[config.mk]
export PLATFORM = sky130hd
export DESIGN_NAME = wheel_pulse_ride_metrics
export DESIGN_NICKNAME = d
export VERILOG_FILES = /design/src/rtl/wpr_pkg.sv /design/src/rtl/wheel_pulse_ride_metrics.sv
export SDC_FILE = /design/constraint.sdc
export NUM_CORES = 2
export LEC_CHECK = 0
export ABC_AREA = 1
export BUFFER_PORTS_ARGS = -buffer_cell sky130_fd_sc_hd__buf_2
export CAP_MARGIN = 30
export CORE_MARGIN = 2
export CORE_UTILIZATION = 50
export CTS_CLUSTER_DIAMETER = 200
export DETAILED_ROUTE_END_ITERATION = 8
export PLACE_DENSITY_LB_ADDON = 0.1
export SYNTH_ARGS = -nofsm -noshare
export SYNTH_HDL_FRONTEND = slang
export SYNTH_SLANG_ARGS = --single-unit
[constraint.sdc]
create_clock -name clk -period 14.73 [get_ports clk]
set_input_delay 1.473 -clock clk [delete_from_list [all_inputs] [get_ports clk]]
set_output_delay 1.473 -clock clk [all_outputs]
set_load 0.05 [all_outputs]
[src/rtl/wpr_pkg.sv]
package wpr_pkg;

	// field and register widths
	localparam int CmdW     = 2;
	localparam int TickW    = 32;
	localparam int CircW    = 12;
	localparam int DebW     = 10;
	localparam int PerW     = 7;
	localparam int SpeedW   = 21;
	localparam int DistW    = 48;
	localparam int CntW     = 32;
	localparam int CfgIdxW  = 2;
	localparam int CfgDataW = 12;

	// register reset values
	localparam logic [CircW-1:0] CircReset   = 12'd2100;
	localparam logic [DebW-1:0]  DebReset    = 10'd20;
	localparam logic [PerW-1:0]  PeriodReset = 7'd10;

	// mm per ms to 0.01 km/h
	localparam int MmPerKm     = 1000000;
	localparam int MsPerHour   = 3600000;
	localparam int CentiPerKmh = 100;
	localparam int SpeedScale  = MsPerHour / (MmPerKm / CentiPerKmh);
	localparam int ScaleW      = $clog2(SpeedScale + 1);

	// dividend widths for the two divisions
	localparam int SpeedNumW = CircW + ScaleW;
	localparam int AvgNumW   = DistW + ScaleW;
	localparam int QCntW     = $clog2(SpeedW);

	localparam logic [SpeedW-1:0] SpeedMax = {SpeedW{1'b1}};

	typedef enum logic [CmdW-1:0] {
		CMD_REED        = 2'd0,
		CMD_SYNC_START  = 2'd1,
		CMD_SYNC_FINISH = 2'd2,
		CMD_STOP        = 2'd3
	} cmd_t;

	typedef enum logic [CfgIdxW-1:0] {
		REG_CIRC     = 2'd0,
		REG_DEBOUNCE = 2'd1,
		REG_PERIOD   = 2'd2
	} reg_idx_t;

endpackage

[src/rtl/wheel_pulse_ride_metrics.sv]
// Channel  Direction  Handshake             Payload
// input    in         in_valid / in_stall   command, tick_count, clear_trip
// output   out        out_valid / out_stall accepted .. ride_time_ms (one per input)
// config   in         cfg_we                cfg_index, cfg_data
//
// An accepted reed event passes, in order, the interval multiply and checks, 21
// steps of one restoring divider (one quotient bit per cycle) for the current
// speed, the peak and average scaling (ST_AVG_X9, ST_AVG_X40, ST_AVG_SAT), 21
// more steps for the trip average and the load of the output register.
// A zero ride time or a saturated average skips the second divide. Other commands
// and events rejected before the interval check go from ST_EXEC to ST_FIN,
// those rejected at the debounce check from ST_CHECK. in_stall is high while an
// item is in work and while the finished item waits for a full output register.
// The result sits in an output register, so the next transfer on the input is
// taken while it waits. arst_n clears all metrics and loads register defaults.
module wheel_pulse_ride_metrics (
	input  logic                          clk,
	input  logic                          arst_n,
	input  logic                          cfg_we,
	input  logic [wpr_pkg::CfgIdxW-1:0]   cfg_index,
	input  logic [wpr_pkg::CfgDataW-1:0]  cfg_data,
	input  logic                          in_valid,
	output logic                          in_stall,
	input  logic [wpr_pkg::CmdW-1:0]      command,
	input  logic [wpr_pkg::TickW-1:0]     tick_count,
	input  logic                          clear_trip,
	output logic                          out_valid,
	input  logic                          out_stall,
	output logic                          accepted,
	output logic                          ride_started,
	output logic [wpr_pkg::SpeedW-1:0]    speed_centi_kmh,
	output logic [wpr_pkg::SpeedW-1:0]    avg_speed_centi_kmh,
	output logic [wpr_pkg::SpeedW-1:0]    max_speed_centi_kmh,
	output logic [wpr_pkg::DistW-1:0]     trip_distance_mm,
	output logic [wpr_pkg::DistW-1:0]     odometer_mm,
	output logic [wpr_pkg::CntW-1:0]      rotation_count,
	output logic [wpr_pkg::CntW-1:0]      ride_time_ms
);
	import wpr_pkg::*;

	typedef enum logic [3:0] {
		ST_IDLE,
		ST_EXEC,
		ST_CHECK,
		ST_DIV_SPEED,
		ST_AVG_X9,
		ST_AVG_X40,
		ST_AVG_SAT,
		ST_DIV_AVG,
		ST_FIN
	} state_t;

	state_t state_q;

	// configuration
	logic [CircW-1:0] circ_q;
	logic [DebW-1:0]  debounce_q;
	logic [PerW-1:0]  period_q;

	// ride state
	logic [TickW-1:0]  last_tick_q;
	logic              moving_q;
	logic              blocked_q;
	logic [CntW-1:0]   rotations_q;
	logic [CntW-1:0]   mtime_q;
	logic [DistW-1:0]  trip_q;
	logic [DistW-1:0]  total_q;
	logic [SpeedW-1:0] cur_speed_q;
	logic [SpeedW-1:0] avg_speed_q;
	logic [SpeedW-1:0] peak_q;
	logic              acc_q;
	logic              started_q;

	// captured item and datapath
	logic [CmdW-1:0]    cmd_q;
	logic [TickW-1:0]   tick_q;
	logic               clr_q;
	logic [TickW-1:0]   ms_q;
	logic [AvgNumW-1:0] num_q;
	logic [CntW-1:0]    rem_q;
	logic [CntW-1:0]    den_q;
	logic [SpeedW-1:0]  dvd_q;
	logic [QCntW-1:0]   cnt_q;

	// output register
	logic              out_valid_q;
	logic              out_acc_q;
	logic              out_started_q;
	logic [SpeedW-1:0] out_speed_q;
	logic [SpeedW-1:0] out_avg_q;
	logic [SpeedW-1:0] out_peak_q;
	logic [DistW-1:0]  out_trip_q;
	logic [DistW-1:0]  out_total_q;
	logic [CntW-1:0]   out_rot_q;
	logic [CntW-1:0]   out_time_q;

	logic              in_xfer;
	logic              out_free;
	logic              reed_ok;
	logic [CntW:0]     trial;
	logic              q_bit;
	logic [CntW-1:0]   rem_next;
	logic              div_last;
	logic [SpeedNumW-1:0] speed_num;
	logic [AvgNumW-1:0]   sat_limit;

	assign in_stall = (state_q != ST_IDLE);
	assign in_xfer  = in_valid && !in_stall;
	assign out_free = !out_valid_q || !out_stall;

	// reject blocked, zero and repeated ticks
	assign reed_ok = !blocked_q && (tick_q != '0) && (tick_q != last_tick_q);

	// shared divider step: one quotient bit per cycle
	assign trial    = {rem_q, dvd_q[SpeedW-1]};
	assign q_bit    = (trial >= {1'b0, den_q});
	assign rem_next = q_bit ? CntW'(trial - {1'b0, den_q}) : CntW'(trial);
	assign div_last = (cnt_q == QCntW'(SpeedW - 1));

	assign speed_num = SpeedNumW'(circ_q) * SpeedNumW'(SpeedScale);
	assign sat_limit = AvgNumW'({mtime_q, {SpeedW{1'b0}}});

	// sequencer, metrics, config and output register
	always_ff @(posedge clk or negedge arst_n) begin
		if (!arst_n) begin
			state_q     <= ST_IDLE;
			circ_q      <= CircReset;
			debounce_q  <= DebReset;
			period_q    <= PeriodReset;
			last_tick_q <= '0;
			moving_q    <= 1'b0;
			blocked_q   <= 1'b0;
			rotations_q <= '0;
			mtime_q     <= '0;
			trip_q      <= '0;
			total_q     <= '0;
			cur_speed_q <= '0;
			avg_speed_q <= '0;
			peak_q      <= '0;
			acc_q       <= 1'b0;
			started_q   <= 1'b0;
			cnt_q       <= '0;
			out_valid_q <= 1'b0;
		end else begin
			// write configuration
			if (cfg_we) begin
				case (reg_idx_t'(cfg_index))
					REG_CIRC:     circ_q     <= cfg_data[CircW-1:0];
					REG_DEBOUNCE: debounce_q <= cfg_data[DebW-1:0];
					REG_PERIOD:   period_q   <= cfg_data[PerW-1:0];
					default: ;
				endcase
			end

			// load a finished result, drop it once transferred
			if (state_q == ST_FIN && out_free)
				out_valid_q <= 1'b1;
			else if (!out_stall)
				out_valid_q <= 1'b0;

			case (state_q)
				ST_IDLE: begin
					if (in_xfer)
						state_q <= ST_EXEC;
				end
				ST_EXEC: begin
					acc_q     <= 1'b0;
					started_q <= 1'b0;
					state_q   <= (cmd_t'(cmd_q) == CMD_REED && reed_ok) ? ST_CHECK : ST_FIN;
					case (cmd_t'(cmd_q))
						CMD_SYNC_START: blocked_q <= 1'b1;
						CMD_SYNC_FINISH: begin
							if (clr_q) begin
								rotations_q <= '0;
								mtime_q     <= '0;
								trip_q      <= '0;
								cur_speed_q <= '0;
								avg_speed_q <= '0;
								last_tick_q <= '0;
							end
							blocked_q <= 1'b0;
						end
						CMD_STOP: moving_q <= 1'b0;
						default: ;
					endcase
				end
				ST_CHECK: begin
					if (ms_q > TickW'(debounce_q)) begin
						acc_q       <= 1'b1;
						last_tick_q <= tick_q;
						started_q   <= !moving_q;
						if (moving_q)
							mtime_q <= mtime_q + ms_q;
						moving_q    <= 1'b1;
						rotations_q <= rotations_q + CntW'(1);
						trip_q      <= trip_q + DistW'(circ_q);
						total_q     <= total_q + DistW'(circ_q);
						cnt_q       <= '0;
						state_q     <= ST_DIV_SPEED;
					end else begin
						state_q <= ST_FIN;
					end
				end
				ST_DIV_SPEED: begin
					cnt_q <= cnt_q + QCntW'(1);
					if (div_last) begin
						cur_speed_q <= {dvd_q[SpeedW-2:0], q_bit};
						state_q     <= ST_AVG_X9;
					end
				end
				ST_AVG_X9: begin
					// track peak against the fresh speed
					if (cur_speed_q > peak_q)
						peak_q <= cur_speed_q;
					if (mtime_q == '0) begin
						avg_speed_q <= '0;
						state_q     <= ST_FIN;
					end else begin
						state_q <= ST_AVG_X40;
					end
				end
				ST_AVG_X40: state_q <= ST_AVG_SAT;
				ST_AVG_SAT: begin
					cnt_q <= '0;
					if (num_q >= sat_limit) begin
						avg_speed_q <= SpeedMax;
						state_q     <= ST_FIN;
					end else begin
						state_q <= ST_DIV_AVG;
					end
				end
				ST_DIV_AVG: begin
					cnt_q <= cnt_q + QCntW'(1);
					if (div_last) begin
						avg_speed_q <= {dvd_q[SpeedW-2:0], q_bit};
						state_q     <= ST_FIN;
					end
				end
				ST_FIN: begin
					// hand over when the output register is free
					if (out_free)
						state_q <= ST_IDLE;
				end
				default: state_q <= ST_IDLE;
			endcase
		end
	end

	// payload: captured item, divider datapath, output fields
	always_ff @(posedge clk) begin
		if (in_xfer) begin
			cmd_q  <= command;
			tick_q <= tick_count;
			clr_q  <= clear_trip;
		end
		case (state_q)
			ST_EXEC: ms_q <= TickW'((tick_q - last_tick_q) * TickW'(period_q));
			ST_CHECK: begin
				rem_q <= '0;
				den_q <= ms_q;
				dvd_q <= SpeedW'(speed_num);
			end
			ST_DIV_SPEED, ST_DIV_AVG: begin
				rem_q <= rem_next;
				dvd_q <= {dvd_q[SpeedW-2:0], q_bit};
			end
			ST_AVG_X9: num_q <= AvgNumW'(trip_q) + (AvgNumW'(trip_q) << 3);
			ST_AVG_X40: num_q <= (num_q + (num_q << 2)) << 3;
			ST_AVG_SAT: begin
				rem_q <= CntW'(num_q[AvgNumW-1:SpeedW]);
				den_q <= mtime_q;
				dvd_q <= num_q[SpeedW-1:0];
			end
			ST_FIN: begin
				if (out_free) begin
					out_acc_q     <= acc_q;
					out_started_q <= started_q;
					out_speed_q   <= cur_speed_q;
					out_avg_q     <= avg_speed_q;
					out_peak_q    <= peak_q;
					out_trip_q    <= trip_q;
					out_total_q   <= total_q;
					out_rot_q     <= rotations_q;
					out_time_q    <= mtime_q;
				end
			end
			default: ;
		endcase
	end

	assign out_valid           = out_valid_q;
	assign accepted            = out_acc_q;
	assign ride_started        = out_started_q;
	assign speed_centi_kmh     = out_speed_q;
	assign avg_speed_centi_kmh = out_avg_q;
	assign max_speed_centi_kmh = out_peak_q;
	assign trip_distance_mm    = out_trip_q;
	assign odometer_mm         = out_total_q;
	assign rotation_count      = out_rot_q;
	assign ride_time_ms        = out_time_q;

	// a ride starts only from an accepted interval check
	a_moving_rise: assert property (@(posedge clk) disable iff (!arst_n)
		$rose(moving_q) |-> $past(state_q == ST_CHECK))
		else $error("moving set outside the interval check");

	// the peak never trails the current speed once a result is shown
	a_peak_holds: assert property (@(posedge clk) disable iff (!arst_n)
		out_valid |-> (max_speed_centi_kmh >= speed_centi_kmh))
		else $error("peak speed below current speed");

	// a start flag only comes with an accepted event
	a_start_acc: assert property (@(posedge clk) disable iff (!arst_n)
		out_valid && ride_started |-> accepted)
		else $error("ride start without accepted event");

	// a transfer in always begins execution next cycle
	a_in_exec: assert property (@(posedge clk) disable iff (!arst_n)
		in_xfer |=> (state_q == ST_EXEC))
		else $error("input transfer did not start execution");

endmodule

==> qor.yml <==
cts_resized: 0
cts_inserted_buffers: 82
core_area_um2: 102000
finalNetCount: 7023
r2r_setup_slack_ns: 8.14
fin_crit_ns: 6.59
drt_wl_total_um: 154000
syn_to_final_growth_pct: 11.1
fmax_mhz: 152
pwr_density_cell_nw_per_um2: 272
synthArstFlopShare: 0.407
cts_tree: "built"
critical-path-top-delay-family: "adder cells"
fp.dieW_um: 324
final_antenna_net_count: 0
worst-path-stages: 22
rows: 117
fin_util: 0.560
numPortBuffers: 280
cts_setup_buffers: 0
synth_ff_type: "edfxtp_1"
synth_edf_count: 434
finalMaxSlewViolations: 0
synth_cell_types: 67
synth-seq-cells: 732
synth_top_cell_by_area: "edfxtp_1"
wl_per_cell_um: 19.6
drc: 0
drtIter0Drc: 3659
cp_slowest_cell: "xor2_1"
avgSynthCellArea_um2: 8.28
track_usage: 0.294
final-setup-viol-count: 0
hp-class: "flop to flop"
power.switching_w: 0.00775
met1Wirelength_um: 72600
synthCells: 6180
synth_fp_nets: 6745
final_area_um2: 56900
placedCellCount: 7742
grt_pass1_wl_um: 238000
peakVddDrop_mv: 0.386
cts_hold_buf: 0
routed.top_layer: "met5"
path_buf_inv: 2
arrival_ns: 6.99
clk_latency_ns: 0.68
worst_slew_pin_slew_ns: 1.02
grt_pass1_vias: 41222
syn_area_um2: 51200
num_vias: 43408
final_cells: 7896
skew_ns: 0.0324
crit_top_cell: "fa_1"
status: "completed"
power.leakage_nw: 25.6
cts_htree_levels: 3
antenna_cells: 0
worst-setup-path-type: "flop to flop"
seqPwrFrac: 0.223
die_area_um2: 105000
worstPathRequired_ns: 15.13
rsz0062_at_grt: "no"
max-cap-violations: 0
wl_met2_um: 65500
grt_antenna_before_repair: 2
start_util: 0.504
met3_length_um: 11800
yosysTopAreaCellShare: 0.255
yosysWarnings: 0
power_w: 0.0155
routed_via_density: 5.50
cp-start-kind: "flop"
worstHoldPathCells: 0
final.setup.tns_ns: 0
fin_crit_sh: 0.448
cp_max_fo: 7
gp_congestion: 0.970
cp_cell_sequence: "ha_1 > nand2_1 > nand3_1 > nand3_1 > nand3_1 > a21oi_1 > xor2_1 > nor2_1 > fa_1 > fa_1 > fa_1 > inv_1 > fa_1 > inv_1 > ha_1 > nand2_1 > nor4_1 > nand2_1 > o211ai_1 > a31o_2 > a31oi_1 > xnor2_1"
cpPeakStageDelay_ns: 0.60
drive_above_1_share: 0.0803
p_int_w: 0.00772
swShare: 0.501
seq_area_frac_synth: 0.401
firstDrtPassIters: 6
hpwl_um: 121000
grt_max_degree: 156
path_clk_slew_ns: 0.06
ys_top_cells_by_area: "edfxtp_1, dfrtp_1, nand2_1, ha_1, inv_1"
report.final.hold_viol_count: 0
io_pins: 281
r2r_cells: 22
crit_path_end_kind: "flop"
cts.sinks: 732
clockBufferDepth: 3
comb_power_share: 0.644
relSlewSlack: 0.321
cts-root-buf: "clkbuf_16"
overflow: 0
placed_cell_area_um2: 54200
power_frac_clock: 0.133
die_y_um: 324
## layout by cell type (no fill, tap or decap), types with 8 or more instances in the layout
| cell type | n |
|---|---|
| nor4_1 | 69 |
| dfrtp_1 | 290 |
| clkinv_2 | 13 |
| buf_4 | 27 |
| nor2_1 | 616 |
| nand3_1 | 166 |
| nor3_1 | 85 |
| o21a_1 | 21 |
| o21ai_1 | 27 |
| nand4_1 | 95 |
| clkinv_1 | 17 |
| clkbuf_16 | 83 |
| a21o_1 | 22 |
| nand3b_1 | 13 |
| inv_1 | 977 |
| or2_2 | 11 |
| buf_2 | 280 |
| o21bai_1 | 22 |
| ha_1 | 354 |
| a21oi_1 | 430 |
| xor2_1 | 145 |
| xnor2_1 | 79 |
| o211ai_1 | 28 |
| nand2_1 | 1294 |
| o31ai_1 | 48 |
| o221ai_1 | 17 |
| a31oi_1 | 49 |
| nor2_4 | 8 |
| o22ai_2 | 28 |
| fa_1 | 157 |
| o22ai_1 | 45 |
| o21ai_0 | 441 |
| clkbuf_1 | 18 |
| edfxtp_1 | 434 |
| dfstp_2 | 8 |
## layer usage
layer  GRT usage  vias to the layer above
met3      0.0521                      204
met4      0.0893                        2
met5           0                        -
li1            -                    21174
met2       0.435                     1461
met1       0.436                    20567
## stage by stage
step / hold WS, ns / setup WS [ns]
after global placement: 0.427 / 8.26
after CTS: 0.434 / 8.13
after floorplan: 0.425 / 3.02
after detailed placement: 0.432 / 8.20
final: 0.446 / 8.14
after global routing: 0.450 / 7.64
## flip-flops by register name, indices dropped and copies added, names as in the netlist, 48 cells and up
signal and count:
total_q 48, trip_distance_mm 48, trip_q 48, odometer_mm 48
num_q 57
## power by group through the flow
stage / clock (W) / combinational [W] / sequential [W]
6_report: 0.00206 / 0.00996 / 0.00345
5_1_grt: 0.00218 / 0.0115 / 0.00348
4_1_cts: 0.00210 / 0.00999 / 0.00344
3_5_place_dp: 0 / 0.00992 / 0.00347
3_3_place_gp: 0 / 0.00989 / 0.00347
2_1_floorplan: 0 / 0.00733 / 0.00368
## cells in the mapped netlist, types with 48 or more instances
cell type and instances:
a21oi_1 431, a31oi_1 49, clkbuf_1 79, dfrtp_1 290
edfxtp_1 434, fa_1 157, ha_1 354, inv_1 978
nand2_1 1295, nand3_1 166, nand4_1 95, nor2_1 623
nor3_1 85, nor4_1 69, o21ai_0 441, o31ai_1 48
xnor2_1 79, xor2_1 145
## area by class of cell
cell class	count	area, um2
fillers	9658	44700
multi-input cells	4343	26500
flip-flops and latches	732	20500
inverters	986	3700
clock buffers	105	2200
repair buffers	313	1730
well taps	1368	1710
clock inverters	49	497
## kinds of logic after synthesis
kind of cell             count (synthesis)  synth area share
flip-flops                             732             0.401
buffers and inverters                 1105            0.0826
AND/OR/NAND/NOR                       2383             0.192
XOR/XNOR                               225            0.0386
AO/OA/AOI/OAI                         1222             0.137
multiplexers                             2          0.000440
adder cells (fa/ha/maj)                511             0.148
## path summary, 6_finish.rpt
path                                         to       from
max in group asynchronous       last_tick_q[17]     arst_n
worst min-delay path                   accepted      acc_q
min in group asynchronous            peak_q[14]     arst_n
worst min register to register         accepted      acc_q
worst max-delay path                   ms_q[28]  tick_q[2]
worst max register to register         ms_q[28]  tick_q[2]
Power figures use the tool's default switching activity.
